===== src/rtl/bcs_pkg.sv =====
// Shared package for the two-note bell chime synthesizer.
// Holds the configuration record, controller/datapath command and status types,
// register index codes and the sine table arithmetic. It depends on nothing else.
package bcs_pkg;

    localparam int CFG_IDX_W  = 3;
    localparam int CFG_DATA_W = 32;

    localparam logic [CFG_IDX_W-1:0] REG_FIRST_STEP  = 3'd0;
    localparam logic [CFG_IDX_W-1:0] REG_SECOND_STEP = 3'd1;
    localparam logic [CFG_IDX_W-1:0] REG_ONSET       = 3'd2;
    localparam logic [CFG_IDX_W-1:0] REG_LENGTH      = 3'd3;
    localparam logic [CFG_IDX_W-1:0] REG_ATTACK      = 3'd4;
    localparam logic [CFG_IDX_W-1:0] REG_DECAY       = 3'd5;
    localparam logic [CFG_IDX_W-1:0] REG_GAIN        = 3'd6;

    // Harmonic counter width covers up to eight harmonics.
    localparam int HARM_W = 3;
    // Signed accumulators for one note's harmonic sum and for the two-note mix.
    localparam int ACC_W = 34;

    localparam logic [16:0] RAMP_ONE = 17'd65536;
    localparam logic [30:0] Q30_ONE  = 31'h4000_0000;

    typedef struct packed {
        logic [31:0] first_phase_step;
        logic [31:0] second_phase_step;
        logic [15:0] second_onset;
        logic [15:0] note_length;
        logic [16:0] attack_step;
        logic [31:0] decay_factor;
        logic [14:0] output_gain;
    } cfg_t;

    typedef enum logic [4:0] {
        OP_NONE,
        OP_ACCEPT,
        OP_CLEAR,
        OP_ADDR,
        OP_ROM,
        OP_HMUL,
        OP_HACC,
        OP_EFF,
        OP_VMUL,
        OP_VACC,
        OP_DEC,
        OP_UPD,
        OP_GAIN,
        OP_CLAMP,
        OP_PCM,
        OP_FINISH,
        OP_SILENT
    } dp_op_t;

    typedef struct packed {
        dp_op_t op;
        logic   note;
        logic   restart;
    } cmd_t;

    typedef struct packed {
        logic act_first;
        logic act_second;
        logic last;
        logic harm_last;
    } status_t;

    typedef enum logic [4:0] {
        S_IDLE,
        S_SEL,
        S_CLEAR,
        S_ADDR,
        S_ROM,
        S_HMUL,
        S_HACC,
        S_EFF,
        S_VMUL,
        S_VACC,
        S_DEC,
        S_UPD,
        S_GAIN,
        S_CLAMP,
        S_PCM,
        S_DONE
    } ctl_state_t;

    // Weights of harmonics one to four in Q1.15; higher harmonics are silent.
    function automatic logic [15:0] harm_weight(input logic [HARM_W-1:0] h);
        logic [15:0] w;
        begin
            case (h)
                3'd0:    w = 16'd32768;
                3'd1:    w = 16'd16384;
                3'd2:    w = 16'd9175;
                3'd3:    w = 16'd3932;
                default: w = 16'd0;
            endcase
            return w;
        end
    endfunction

    // sin(pi/2 * x) for x in Q30 over [0,1], odd polynomial with Q30 coefficients.
    function automatic logic [63:0] quarter_sine(input logic [63:0] x);
        logic [63:0] x2;
        logic [63:0] t;
        begin
            x2 = (x * x) >> 30;
            t  = 64'd5026994 - ((x2 * 64'd172272) >> 30);
            t  = 64'd85569306 - ((x2 * t) >> 30);
            t  = 64'd693598668 - ((x2 * t) >> 30);
            t  = 64'd1686629713 - ((x2 * t) >> 30);
            return (x * t) >> 30;
        end
    endfunction

    // Q1.15 sine of a Q0.32 phase, rounded and clamped to full scale.
    function automatic logic [15:0] sine_from_phase(input logic [31:0] p);
        logic [63:0] frac;
        logic [63:0] x;
        logic [63:0] v;
        begin
            frac = {34'd0, p[29:0]};
            x    = p[30] ? ((64'd1 << 30) - frac) : frac;
            v    = (quarter_sine(x) + 64'd16384) >> 15;
            if (v > 64'd32767) begin
                v = 64'd32767;
            end
            return p[31] ? (16'd0 - v[15:0]) : v[15:0];
        end
    endfunction

endpackage


===== src/rtl/bcs_dp.sv =====
// Datapath of the bell chime synthesizer: note state, sine ROM, shared multiplier.
// Driven by bcs_ctrl through cmd_t and reports status_t; uses bcs_pkg.
module bcs_dp
    import bcs_pkg::*;
#(
    parameter int SINE_ENTRIES   = 1024,
    parameter int HARMONIC_COUNT = 4,
    parameter int SAMPLE_BITS    = 16
) (
    input  logic                   clk,
    input  logic                   rst_n,
    input  cfg_t                   cfg,
    input  cmd_t                   cmd,
    output status_t                status,
    output logic [SAMPLE_BITS-1:0] res_sample
);

    localparam int IDX_W = $clog2(SINE_ENTRIES);
    localparam int PW    = 33 + IDX_W;
    localparam logic [IDX_W-1:0] IDX_LAST = IDX_W'(SINE_ENTRIES - 1);
    localparam logic [31:0] FULL_SCALE = 32'((64'd1 << (SAMPLE_BITS - 1)) - 64'd1);

    function automatic logic [16*SINE_ENTRIES-1:0] build_rom();
        logic [16*SINE_ENTRIES-1:0] rom;
        logic [63:0]                p;
        begin
            rom = '0;
            for (int k = 0; k < SINE_ENTRIES; k++) begin
                p = (64'(k) << 32) / SINE_ENTRIES;
                rom[16*k +: 16] = sine_from_phase(p[31:0]);
            end
            return rom;
        end
    endfunction

    localparam logic [16*SINE_ENTRIES-1:0] SINE_ROM = build_rom();

    // Note state, one slot per note.
    logic [31:0]       phase_reg [2];
    logic [31:0]       env_reg   [2];
    logic [16:0]       ramp_reg  [2];
    logic [16:0]       index_reg;
    logic [HARM_W-1:0] harm_reg;

    // Working registers.
    logic [31:0]              hp_reg;
    logic [IDX_W-1:0]         addr_reg;
    logic [15:0]              rom_reg;
    logic [63:0]              prod_reg;
    logic signed [ACC_W-1:0]  acc_reg;
    logic signed [ACC_W-1:0]  mix_reg;
    logic [30:0]              scaled_reg;

    logic [15:0]       len;
    logic [16:0]       total;
    logic [31:0]       cur_phase;
    logic [31:0]       cur_env;
    logic [16:0]       cur_ramp;
    logic [31:0]       cur_step;
    logic [PW-1:0]     idx_prod;
    logic [IDX_W:0]    idx_wide;
    logic [IDX_W-1:0]  addr_next;
    logic [15:0]       rom_mag;
    logic [ACC_W-1:0]  acc_mag;
    logic [ACC_W-1:0]  mix_mag;
    logic [17:0]       ramp_sum;
    logic [16:0]       ramp_new;
    logic [48:0]       gain_shift;
    logic [30:0]       scaled_new;
    logic [SAMPLE_BITS-2:0] pcm;
    logic [31:0]       mul_a;
    logic [31:0]       mul_b;
    logic [63:0]       mul_prod;

    assign len   = (cfg.note_length == 16'd0) ? 16'd1 : cfg.note_length;
    assign total = {1'b0, cfg.second_onset} + {1'b0, len};

    assign status.act_first  = index_reg < {1'b0, len};
    assign status.act_second = (index_reg >= {1'b0, cfg.second_onset})
                            && ((index_reg - {1'b0, cfg.second_onset}) < {1'b0, len});
    assign status.last       = ({1'b0, index_reg} + 18'd1) >= {1'b0, total};
    assign status.harm_last  = harm_reg == HARM_W'(HARMONIC_COUNT - 1);

    assign cur_phase = phase_reg[cmd.note];
    assign cur_env   = env_reg[cmd.note];
    assign cur_ramp  = ramp_reg[cmd.note];
    assign cur_step  = cmd.note ? cfg.second_phase_step : cfg.first_phase_step;

    // Table index is the top of phase times table size.
    assign idx_prod  = PW'(hp_reg) * PW'(SINE_ENTRIES);
    assign idx_wide  = idx_prod[PW-1:32];
    assign addr_next = (idx_wide >= (IDX_W + 1)'(SINE_ENTRIES)) ? IDX_LAST
                                                               : idx_wide[IDX_W-1:0];

    assign rom_mag  = rom_reg[15] ? (16'd0 - rom_reg) : rom_reg;
    assign acc_mag  = acc_reg[ACC_W-1] ? (ACC_W'(0) - acc_reg) : acc_reg;
    assign mix_mag  = mix_reg[ACC_W-1] ? (ACC_W'(0) - mix_reg) : mix_reg;

    assign ramp_sum = {1'b0, cur_ramp} + {1'b0, cfg.attack_step};
    assign ramp_new = (ramp_sum > {1'b0, RAMP_ONE}) ? RAMP_ONE : ramp_sum[16:0];

    assign gain_shift = prod_reg[63:15];
    assign scaled_new = (gain_shift > 49'(Q30_ONE)) ? Q30_ONE : gain_shift[30:0];

    assign pcm        = prod_reg[30 +: SAMPLE_BITS-1];
    assign res_sample = mix_reg[ACC_W-1] ? (SAMPLE_BITS'(0) - {1'b0, pcm}) : {1'b0, pcm};

    always_comb
    begin
        case (cmd.op)
            OP_HMUL:
            begin
                mul_a = {16'd0, harm_weight(harm_reg)};
                mul_b = {16'd0, rom_mag};
            end
            OP_EFF:
            begin
                mul_a = cur_env;
                mul_b = {15'd0, cur_ramp};
            end
            OP_VMUL:
            begin
                mul_a = acc_mag[31:0];
                mul_b = prod_reg[47:16];
            end
            OP_DEC:
            begin
                mul_a = cur_env;
                mul_b = cfg.decay_factor;
            end
            OP_GAIN:
            begin
                mul_a = mix_mag[31:0];
                mul_b = {17'd0, cfg.output_gain};
            end
            OP_PCM:
            begin
                mul_a = {1'b0, scaled_reg};
                mul_b = FULL_SCALE;
            end
            default:
            begin
                mul_a = '0;
                mul_b = '0;
            end
        endcase
    end

    assign mul_prod = {32'd0, mul_a} * {32'd0, mul_b};

    // Note state and counters.
    always_ff @(posedge clk or negedge rst_n)
    begin
        if (!rst_n)
        begin
            for (int n = 0; n < 2; n++)
            begin
                phase_reg[n] <= '0;
                env_reg[n]   <= '1;
                ramp_reg[n]  <= '0;
            end
            index_reg <= '0;
            harm_reg  <= '0;
        end
        else
        begin
            case (cmd.op)
                OP_ACCEPT:
                begin
                    if (cmd.restart)
                    begin
                        for (int n = 0; n < 2; n++)
                        begin
                            phase_reg[n] <= '0;
                            env_reg[n]   <= '1;
                            ramp_reg[n]  <= '0;
                        end
                        index_reg <= '0;
                    end
                end
                OP_CLEAR:  harm_reg <= '0;
                OP_HACC:   harm_reg <= harm_reg + HARM_W'(1);
                OP_UPD:
                begin
                    phase_reg[cmd.note] <= cur_phase + cur_step;
                    env_reg[cmd.note]   <= prod_reg[63:32];
                    ramp_reg[cmd.note]  <= ramp_new;
                end
                OP_FINISH: index_reg <= index_reg + 17'd1;
                default:   ;
            endcase
        end
    end

    // Working registers and the registered ROM read.
    always_ff @(posedge clk)
    begin
        case (cmd.op)
            OP_ACCEPT: mix_reg <= '0;
            OP_CLEAR:
            begin
                hp_reg  <= cur_phase;
                acc_reg <= '0;
            end
            OP_ADDR:
            begin
                addr_reg <= addr_next;
                hp_reg   <= hp_reg + cur_phase;
            end
            OP_ROM:    rom_reg <= SINE_ROM[{addr_reg, 4'b0000} +: 16];
            OP_HMUL, OP_EFF, OP_VMUL, OP_DEC, OP_GAIN, OP_PCM:
                prod_reg <= mul_prod;
            OP_HACC:
            begin
                if (rom_reg[15])
                    acc_reg <= acc_reg - $signed(ACC_W'(prod_reg[31:0]));
                else
                    acc_reg <= acc_reg + $signed(ACC_W'(prod_reg[31:0]));
            end
            OP_VACC:
            begin
                if (acc_reg[ACC_W-1])
                    mix_reg <= mix_reg - $signed(ACC_W'(prod_reg[63:32]));
                else
                    mix_reg <= mix_reg + $signed(ACC_W'(prod_reg[63:32]));
            end
            OP_CLAMP:  scaled_reg <= scaled_new;
            default:   ;
        endcase
    end

    a_ramp_bounded: assert property (@(posedge clk) disable iff (!rst_n)
        ramp_reg[0] <= RAMP_ONE && ramp_reg[1] <= RAMP_ONE)
        else $error("attack ramp above one");

    a_env_decays: assert property (@(posedge clk) disable iff (!rst_n)
        cmd.op == OP_UPD |=> env_reg[$past(cmd.note)] <= $past(cur_env))
        else $error("envelope grew on update");

    a_harm_sum_range: assert property (@(posedge clk) disable iff (!rst_n)
        cmd.op == OP_VMUL |-> acc_mag < ACC_W'(64'h8000_0000))
        else $error("harmonic sum out of range");

endmodule


===== src/rtl/bcs_ctrl.sv =====
// Controller of the bell chime synthesizer: sequences one sample's work.
// Issues cmd_t to bcs_dp and reads its status_t; uses bcs_pkg.
module bcs_ctrl
    import bcs_pkg::*;
(
    input  logic    clk,
    input  logic    rst_n,
    input  logic    in_valid,
    input  logic    restart,
    input  logic    out_free,
    input  status_t status,
    output logic    in_stall,
    output cmd_t    cmd
);

    ctl_state_t state_reg, state_next;
    logic       note_reg, note_next;
    logic       sounding_reg, sounding_next;

    always_comb
    begin
        state_next    = state_reg;
        note_next     = note_reg;
        sounding_next = sounding_reg;
        unique case (state_reg)
            S_IDLE:
            begin
                if (in_valid)
                begin
                    state_next    = S_SEL;
                    sounding_next = sounding_reg | restart;
                end
            end
            S_SEL:
            begin
                if (!sounding_reg)
                    state_next = S_DONE;
                else if (status.act_first || status.act_second)
                begin
                    state_next = S_CLEAR;
                    note_next  = !status.act_first;
                end
                else
                    state_next = S_GAIN;
            end
            S_CLEAR: state_next = S_ADDR;
            S_ADDR:  state_next = S_ROM;
            S_ROM:   state_next = S_HMUL;
            S_HMUL:  state_next = S_HACC;
            S_HACC:  state_next = status.harm_last ? S_EFF : S_ADDR;
            S_EFF:   state_next = S_VMUL;
            S_VMUL:  state_next = S_VACC;
            S_VACC:  state_next = S_DEC;
            S_DEC:   state_next = S_UPD;
            S_UPD:
            begin
                if (!note_reg && status.act_second)
                begin
                    state_next = S_CLEAR;
                    note_next  = 1'b1;
                end
                else
                    state_next = S_GAIN;
            end
            S_GAIN:  state_next = S_CLAMP;
            S_CLAMP: state_next = S_PCM;
            S_PCM:   state_next = S_DONE;
            S_DONE:
            begin
                if (out_free)
                begin
                    state_next = S_IDLE;
                    if (sounding_reg && status.last)
                        sounding_next = 1'b0;
                end
            end
            default: state_next = S_IDLE;
        endcase
    end

    always_comb
    begin
        cmd.note    = note_reg;
        cmd.restart = restart;
        in_stall    = state_reg != S_IDLE;
        unique case (state_reg)
            S_IDLE:  cmd.op = in_valid ? OP_ACCEPT : OP_NONE;
            S_CLEAR: cmd.op = OP_CLEAR;
            S_ADDR:  cmd.op = OP_ADDR;
            S_ROM:   cmd.op = OP_ROM;
            S_HMUL:  cmd.op = OP_HMUL;
            S_HACC:  cmd.op = OP_HACC;
            S_EFF:   cmd.op = OP_EFF;
            S_VMUL:  cmd.op = OP_VMUL;
            S_VACC:  cmd.op = OP_VACC;
            S_DEC:   cmd.op = OP_DEC;
            S_UPD:   cmd.op = OP_UPD;
            S_GAIN:  cmd.op = OP_GAIN;
            S_CLAMP: cmd.op = OP_CLAMP;
            S_PCM:   cmd.op = OP_PCM;
            S_DONE:
            begin
                if (!out_free)
                    cmd.op = OP_NONE;
                else
                    cmd.op = sounding_reg ? OP_FINISH : OP_SILENT;
            end
            default: cmd.op = OP_NONE;
        endcase
    end

    always_ff @(posedge clk or negedge rst_n)
    begin
        if (!rst_n)
        begin
            state_reg    <= S_IDLE;
            note_reg     <= 1'b0;
            sounding_reg <= 1'b0;
        end
        else
        begin
            state_reg    <= state_next;
            note_reg     <= note_next;
            sounding_reg <= sounding_next;
        end
    end

endmodule


===== src/rtl/two_note_bell_chime_synth.sv =====
// Top level of the two-note bell chime synthesizer: configuration registers,
// output register, and the bcs_ctrl / bcs_dp pair. Uses bcs_pkg.
//
// Usage: each item on the input channel (in_valid / in_stall, field restart)
// asks for one PCM sample. restart = 1 starts the chime at sample zero and
// returns that sample; restart = 0 returns the next sample. While no chime is
// sounding the block returns zero with playing and final_sample low.
// Results leave on the output channel (out_valid / out_stall) with fields
// sample, final_sample and playing; final_sample marks the chime's last sample.
// The block works on one item at a time. A silent item skips the note work;
// a sounding item handles each ringing note (none, one or both) in turn, and
// within a note each harmonic passes in turn through the registered sine ROM
// read and the single shared 32x32 multiplier, which every product goes through.
// The output register lets the next item be accepted while a result waits;
// if the receiver stalls, the finished sample is held at its last step until
// the output register is free. Reset loads the default configuration, clears
// the note state and leaves the block idle with no result pending.
// Write configuration through cfg_wr_en / cfg_index / cfg_data only while idle; the block does not enforce this.
module two_note_bell_chime_synth
    import bcs_pkg::*;
#(
    parameter int SINE_ENTRIES   = 1024,
    parameter int HARMONIC_COUNT = 4,
    parameter int SAMPLE_BITS    = 16
) (
    input  logic                   clk,
    input  logic                   rst_n,
    input  logic                   cfg_wr_en,
    input  logic [CFG_IDX_W-1:0]   cfg_index,
    input  logic [CFG_DATA_W-1:0]  cfg_data,
    input  logic                   in_valid,
    output logic                   in_stall,
    input  logic                   restart,
    output logic                   out_valid,
    input  logic                   out_stall,
    output logic [SAMPLE_BITS-1:0] sample,
    output logic                   final_sample,
    output logic                   playing
);

    cfg_t    cfg_reg;
    cmd_t    cmd;
    status_t status;
    logic [SAMPLE_BITS-1:0] res_sample;
    logic    out_free;
    logic    load;

    logic                   out_valid_reg;
    logic [SAMPLE_BITS-1:0] sample_reg;
    logic                   final_reg;
    logic                   playing_reg;

    // Configuration registers. Writes to an unused index are ignored.
    always_ff @(posedge clk or negedge rst_n)
    begin
        if (!rst_n)
        begin
            cfg_reg.first_phase_step  <= 32'd76354001;
            cfg_reg.second_phase_step <= 32'd114401956;
            cfg_reg.second_onset      <= 16'd5733;
            cfg_reg.note_length       <= 16'd33075;
            cfg_reg.attack_step       <= 17'd248;
            cfg_reg.decay_factor      <= 32'd4294592732;
            cfg_reg.output_gain       <= 15'd7209;
        end
        else if (cfg_wr_en)
        begin
            unique case (cfg_index)
                REG_FIRST_STEP:  cfg_reg.first_phase_step  <= cfg_data;
                REG_SECOND_STEP: cfg_reg.second_phase_step <= cfg_data;
                REG_ONSET:       cfg_reg.second_onset      <= cfg_data[15:0];
                REG_LENGTH:      cfg_reg.note_length       <= cfg_data[15:0];
                REG_ATTACK:      cfg_reg.attack_step       <= cfg_data[16:0];
                REG_DECAY:       cfg_reg.decay_factor      <= cfg_data;
                REG_GAIN:        cfg_reg.output_gain       <= cfg_data[14:0];
                default:         ;
            endcase
        end
    end

    // The result may be written when the output register is empty or is
    // being drained in this same cycle.
    assign out_free = !out_valid_reg || !out_stall;
    assign load     = (cmd.op == OP_FINISH) || (cmd.op == OP_SILENT);

    bcs_ctrl u_ctrl (
        .clk      (clk),
        .rst_n    (rst_n),
        .in_valid (in_valid),
        .restart  (restart),
        .out_free (out_free),
        .status   (status),
        .in_stall (in_stall),
        .cmd      (cmd)
    );

    bcs_dp #(
        .SINE_ENTRIES   (SINE_ENTRIES),
        .HARMONIC_COUNT (HARMONIC_COUNT),
        .SAMPLE_BITS    (SAMPLE_BITS)
    ) u_dp (
        .clk        (clk),
        .rst_n      (rst_n),
        .cfg        (cfg_reg),
        .cmd        (cmd),
        .status     (status),
        .res_sample (res_sample)
    );

    always_ff @(posedge clk or negedge rst_n)
    begin
        if (!rst_n)
            out_valid_reg <= 1'b0;
        else if (load)
            out_valid_reg <= 1'b1;
        else if (!out_stall)
            out_valid_reg <= 1'b0;
    end

    // A silent item returns all zeros.
    always_ff @(posedge clk)
    begin
        if (load)
        begin
            if (cmd.op == OP_FINISH)
            begin
                sample_reg  <= res_sample;
                final_reg   <= status.last;
                playing_reg <= 1'b1;
            end
            else
            begin
                sample_reg  <= '0;
                final_reg   <= 1'b0;
                playing_reg <= 1'b0;
            end
        end
    end

    assign out_valid    = out_valid_reg;
    assign sample       = sample_reg;
    assign final_sample = final_reg;
    assign playing      = playing_reg;

    a_idle_is_silent: assert property (@(posedge clk) disable iff (!rst_n)
        out_valid && !playing |-> sample == '0 && !final_sample)
        else $error("idle result is not silent");

    a_final_while_playing: assert property (@(posedge clk) disable iff (!rst_n)
        out_valid && final_sample |-> playing)
        else $error("final sample flagged while not playing");

    a_busy_after_accept: assert property (@(posedge clk) disable iff (!rst_n)
        in_valid && !in_stall |=> in_stall)
        else $error("new item taken before the previous one finished");

endmodule

===== config.mk =====
export PLATFORM = sky130hd
export DESIGN_NAME = two_note_bell_chime_synth
export DESIGN_NICKNAME = d
export VERILOG_FILES = /design/src/rtl/bcs_pkg.sv /design/src/rtl/bcs_dp.sv /design/src/rtl/bcs_ctrl.sv /design/src/rtl/two_note_bell_chime_synth.sv
export SDC_FILE = /design/constraint.sdc
export NUM_CORES = 2
export LEC_CHECK = 0
export BUFFER_PORTS_ARGS = -buffer_cell sky130_fd_sc_hd__clkbuf_2
export CAP_MARGIN = 5
export CORE_MARGIN = 5
export CORE_UTILIZATION = 39
export CTS_CLUSTER_DIAMETER = 200
export CTS_CLUSTER_SIZE = 20
export DETAILED_ROUTE_END_ITERATION = 12
export PLACE_DENSITY = 0.54
export SYNTH_ARGS = -nofsm -noshare
export SYNTH_HDL_FRONTEND = slang
export SYNTH_SLANG_ARGS = --single-unit

===== constraint.sdc =====
create_clock -name clk -period 12.75 [get_ports clk]
set_input_delay 3.1875 -clock clk [delete_from_list [all_inputs] [get_ports clk]]
set_output_delay 3.1875 -clock clk [all_outputs]
set_load 0.03 [all_outputs]

==> metrics <==
hpwl dp=291 mm; post-cts gate resize count=0; max-cap viol count=0; critical path's slowest cell=a2111oi_4; setup TNS=0 ps; clock latency on the worst-skew pair=640 ps; IO buf count=60; initial DRC count=9088; TritonCTS clock tree=yes; initial antenna violation count=26; drt pass-1 iters=7; startpoint types=register; Die Span X=464 um; RD Place Congestion=1.08; DRC viols=0; crit-path most repeated cell=fa_1; Worst-Margin Slew=1340 ps; FF+latch count, synth=588; crit path setup slack, layout=703 ps; Worst Setup End Kind=register; number of synthesized flops with an enable pin=239; Hold Buf Count CTS=0; Vias/cell=6.26; sequential fraction of the synthesis area=20.0%; Post-Synthesis Cells=9543; most frequent cells in the layout=1179 x nor2_1, 1054 x inv_1, 1024 x nand2_1, 903 x fa_1, 609 x a21oi_1; Synthesized Nets=11000; Root Buffer=clkbuf_16; largest net degree at the start of global routing=141; Clock Pin Slew Worst Setup and Hold Paths=100 ps; worst min path class=reg2reg; Arr. time, crit path=12430 ps; core area=205000 um2; clk sinks=588; vias in the first global route=74100; Initial Utilization=39.3%; Routed WL=384 mm; mean post-synth cell area=8.44 um2; Power Dens Cells=245 nW/um2; Worst Skew=42.5 ps; WL/cell=31.9 um; fraction of layout cells with a size suffix above 1=9.89%; via count=75300; # nets final=10800; Synth cell types=98; Die Height=464 um; Final Cycle Share=94.5%; FFs w/ async S/R, synth=59.4%; critical path's largest stage delay=970 ps; commonest non-fill, non-tap cell in the layout=nor2_1; Final ANT Viol Nets=0; Most used DFF post-synth=edfxtp_1; CP Max Fanout=9; fmax=83.0 MHz; Rows=166; Hold Violations, Final=0; Max clock buf depth=3; max reg flops=160; unrepaired setup endpoints after global routing=no; Place WS=948 ps; htree depth=2; Worst Path Required=13130 ps; Syn. warnings=0; Num CTS Buffers=35; Die ar.=216000 um2; Worst slew margin=10.5%; # Post-CTS Setup Buffers=0; Layout area overhead=6.28%; first-pass GRT wire length=548 mm; GR Overflow Total=0; crit path kind=reg2reg; top-level I/O count=61; Slew Viols, Final=0; Lkg Pwr=38.1 nW; VDD IR-drop max=0.221 mV; Final setup viols=0; Synth Cell Area=80500 um2; status=finished, final reports clean; overall global routing resource usage=34.7%; fin crit period=12050 ps
[metrics by stage]
step	hold WS, ps	utilization (%)	cell area, um2	total power, mW	instances
after CTS	476	41.7	85500	20.7	12000
after global placement	450	41.2	84500	19.2	12000
final	472	41.8	85600	21.0	12000
after floorplan	433	-	80500	13.3	9543
after detailed placement	455	41.2	84500	19.3	12000
after global routing	491	41.7	85600	22.3	12000
[per-layer routing]
layer  track usage, %  wire length [um]
met4             18.0             24800
met3             9.31             41800
met2             50.4            159000
met1             47.3            158000
met5           0.0446               167
[path summary, 6_finish.rpt]
check / startpoint / to / slack (ps) / depth (start not counted)
min in group asynchronous: rst_n / cfg_reg[104] / 2690 / 1
max in group asynchronous: rst_n / u_dp.ramp_reg[17] / 8320 / 2
setup reg to reg: u_dp.acc_reg[4] / u_dp.prod_reg[62] / 700 / 32
hold reg to reg: u_dp.hp_reg[28] / u_dp.addr_reg[6] / 470 / 0
setup / recovery: u_dp.acc_reg[4] / u_dp.prod_reg[62] / 700 / 32
hold / removal: u_dp.hp_reg[28] / u_dp.addr_reg[6] / 470 / 0
[worst max-delay path: cells and delay by family, from the launching register on]
kind	cells	cell delay (ps)
fa+ha+maj	9	4280
compound gates	8	3180
simple gates	10	3140
flops	1	490
buf+inv	3	410
xor+xnor	2	240
[cells by family (layout without fill, tap and decap cells)]
family	after synthesis	in the layout	share of synthesized area (%)
AND/OR/NAND/NOR	3027	3027	16.3
AO/OA/AOI/OAI	2169	2169	17.4
buffers and inverters	1687	1480	7.92
adder cells (fa/ha/maj)	1427	1427	30.6
flip-flops	588	588	20.0
XOR/XNOR	371	371	4.03
multiplexers	274	274	3.86
other	0	12	0
[synth_stat cells (all sizes together), types with 68 or more instances]
| library cell | number | area [um2] |
|---|---|---|
| fa | 903 | 18100 |
| nand2 | 1029 | 3870 |
| o211ai | 69 | 518 |
| a211oi | 70 | 526 |
| ha | 524 | 6560 |
| edfxtp | 239 | 7180 |
| xor2 | 186 | 1630 |
| and2 | 69 | 432 |
| clkbuf | 548 | 2060 |
| xnor2 | 185 | 1620 |
| o21ai | 564 | 2820 |
| buf | 73 | 318 |
| a31oi | 92 | 576 |
| nor2 | 1204 | 4520 |
| a21o | 126 | 946 |
| mux2 | 230 | 2590 |
| nor2b | 68 | 425 |
| nand2b | 77 | 482 |
| a21oi | 609 | 3050 |
| nor3 | 132 | 661 |
| dfrtp | 217 | 5430 |
| nand3 | 176 | 881 |
| inv | 1060 | 3980 |
| dfstp | 132 | 3470 |
[report_power, final]
part           leakage (nW)  switching, mW  total (mW)  internal, mW
clock                 0.492          0.711        1.25         0.542
sequential             6.40          0.682        3.57          2.89
combinational          31.2           10.9        16.2          5.28
total                  38.1           12.3        21.0          8.71
[layout make-up]
cell class / instances / area, um2
well taps: 2688 / 3360
clock inverters: 3 / 41.3
multi-input cells: 7268 / 58500
flip-flops and latches: 588 / 16100
repair buffers: 350 / 2570
inverters: 1066 / 4000
clock buffers: 61 / 995
fillers: 20700 / 119000
diodes: 12 / 30.0
Power figures use the tool's default switching activity.
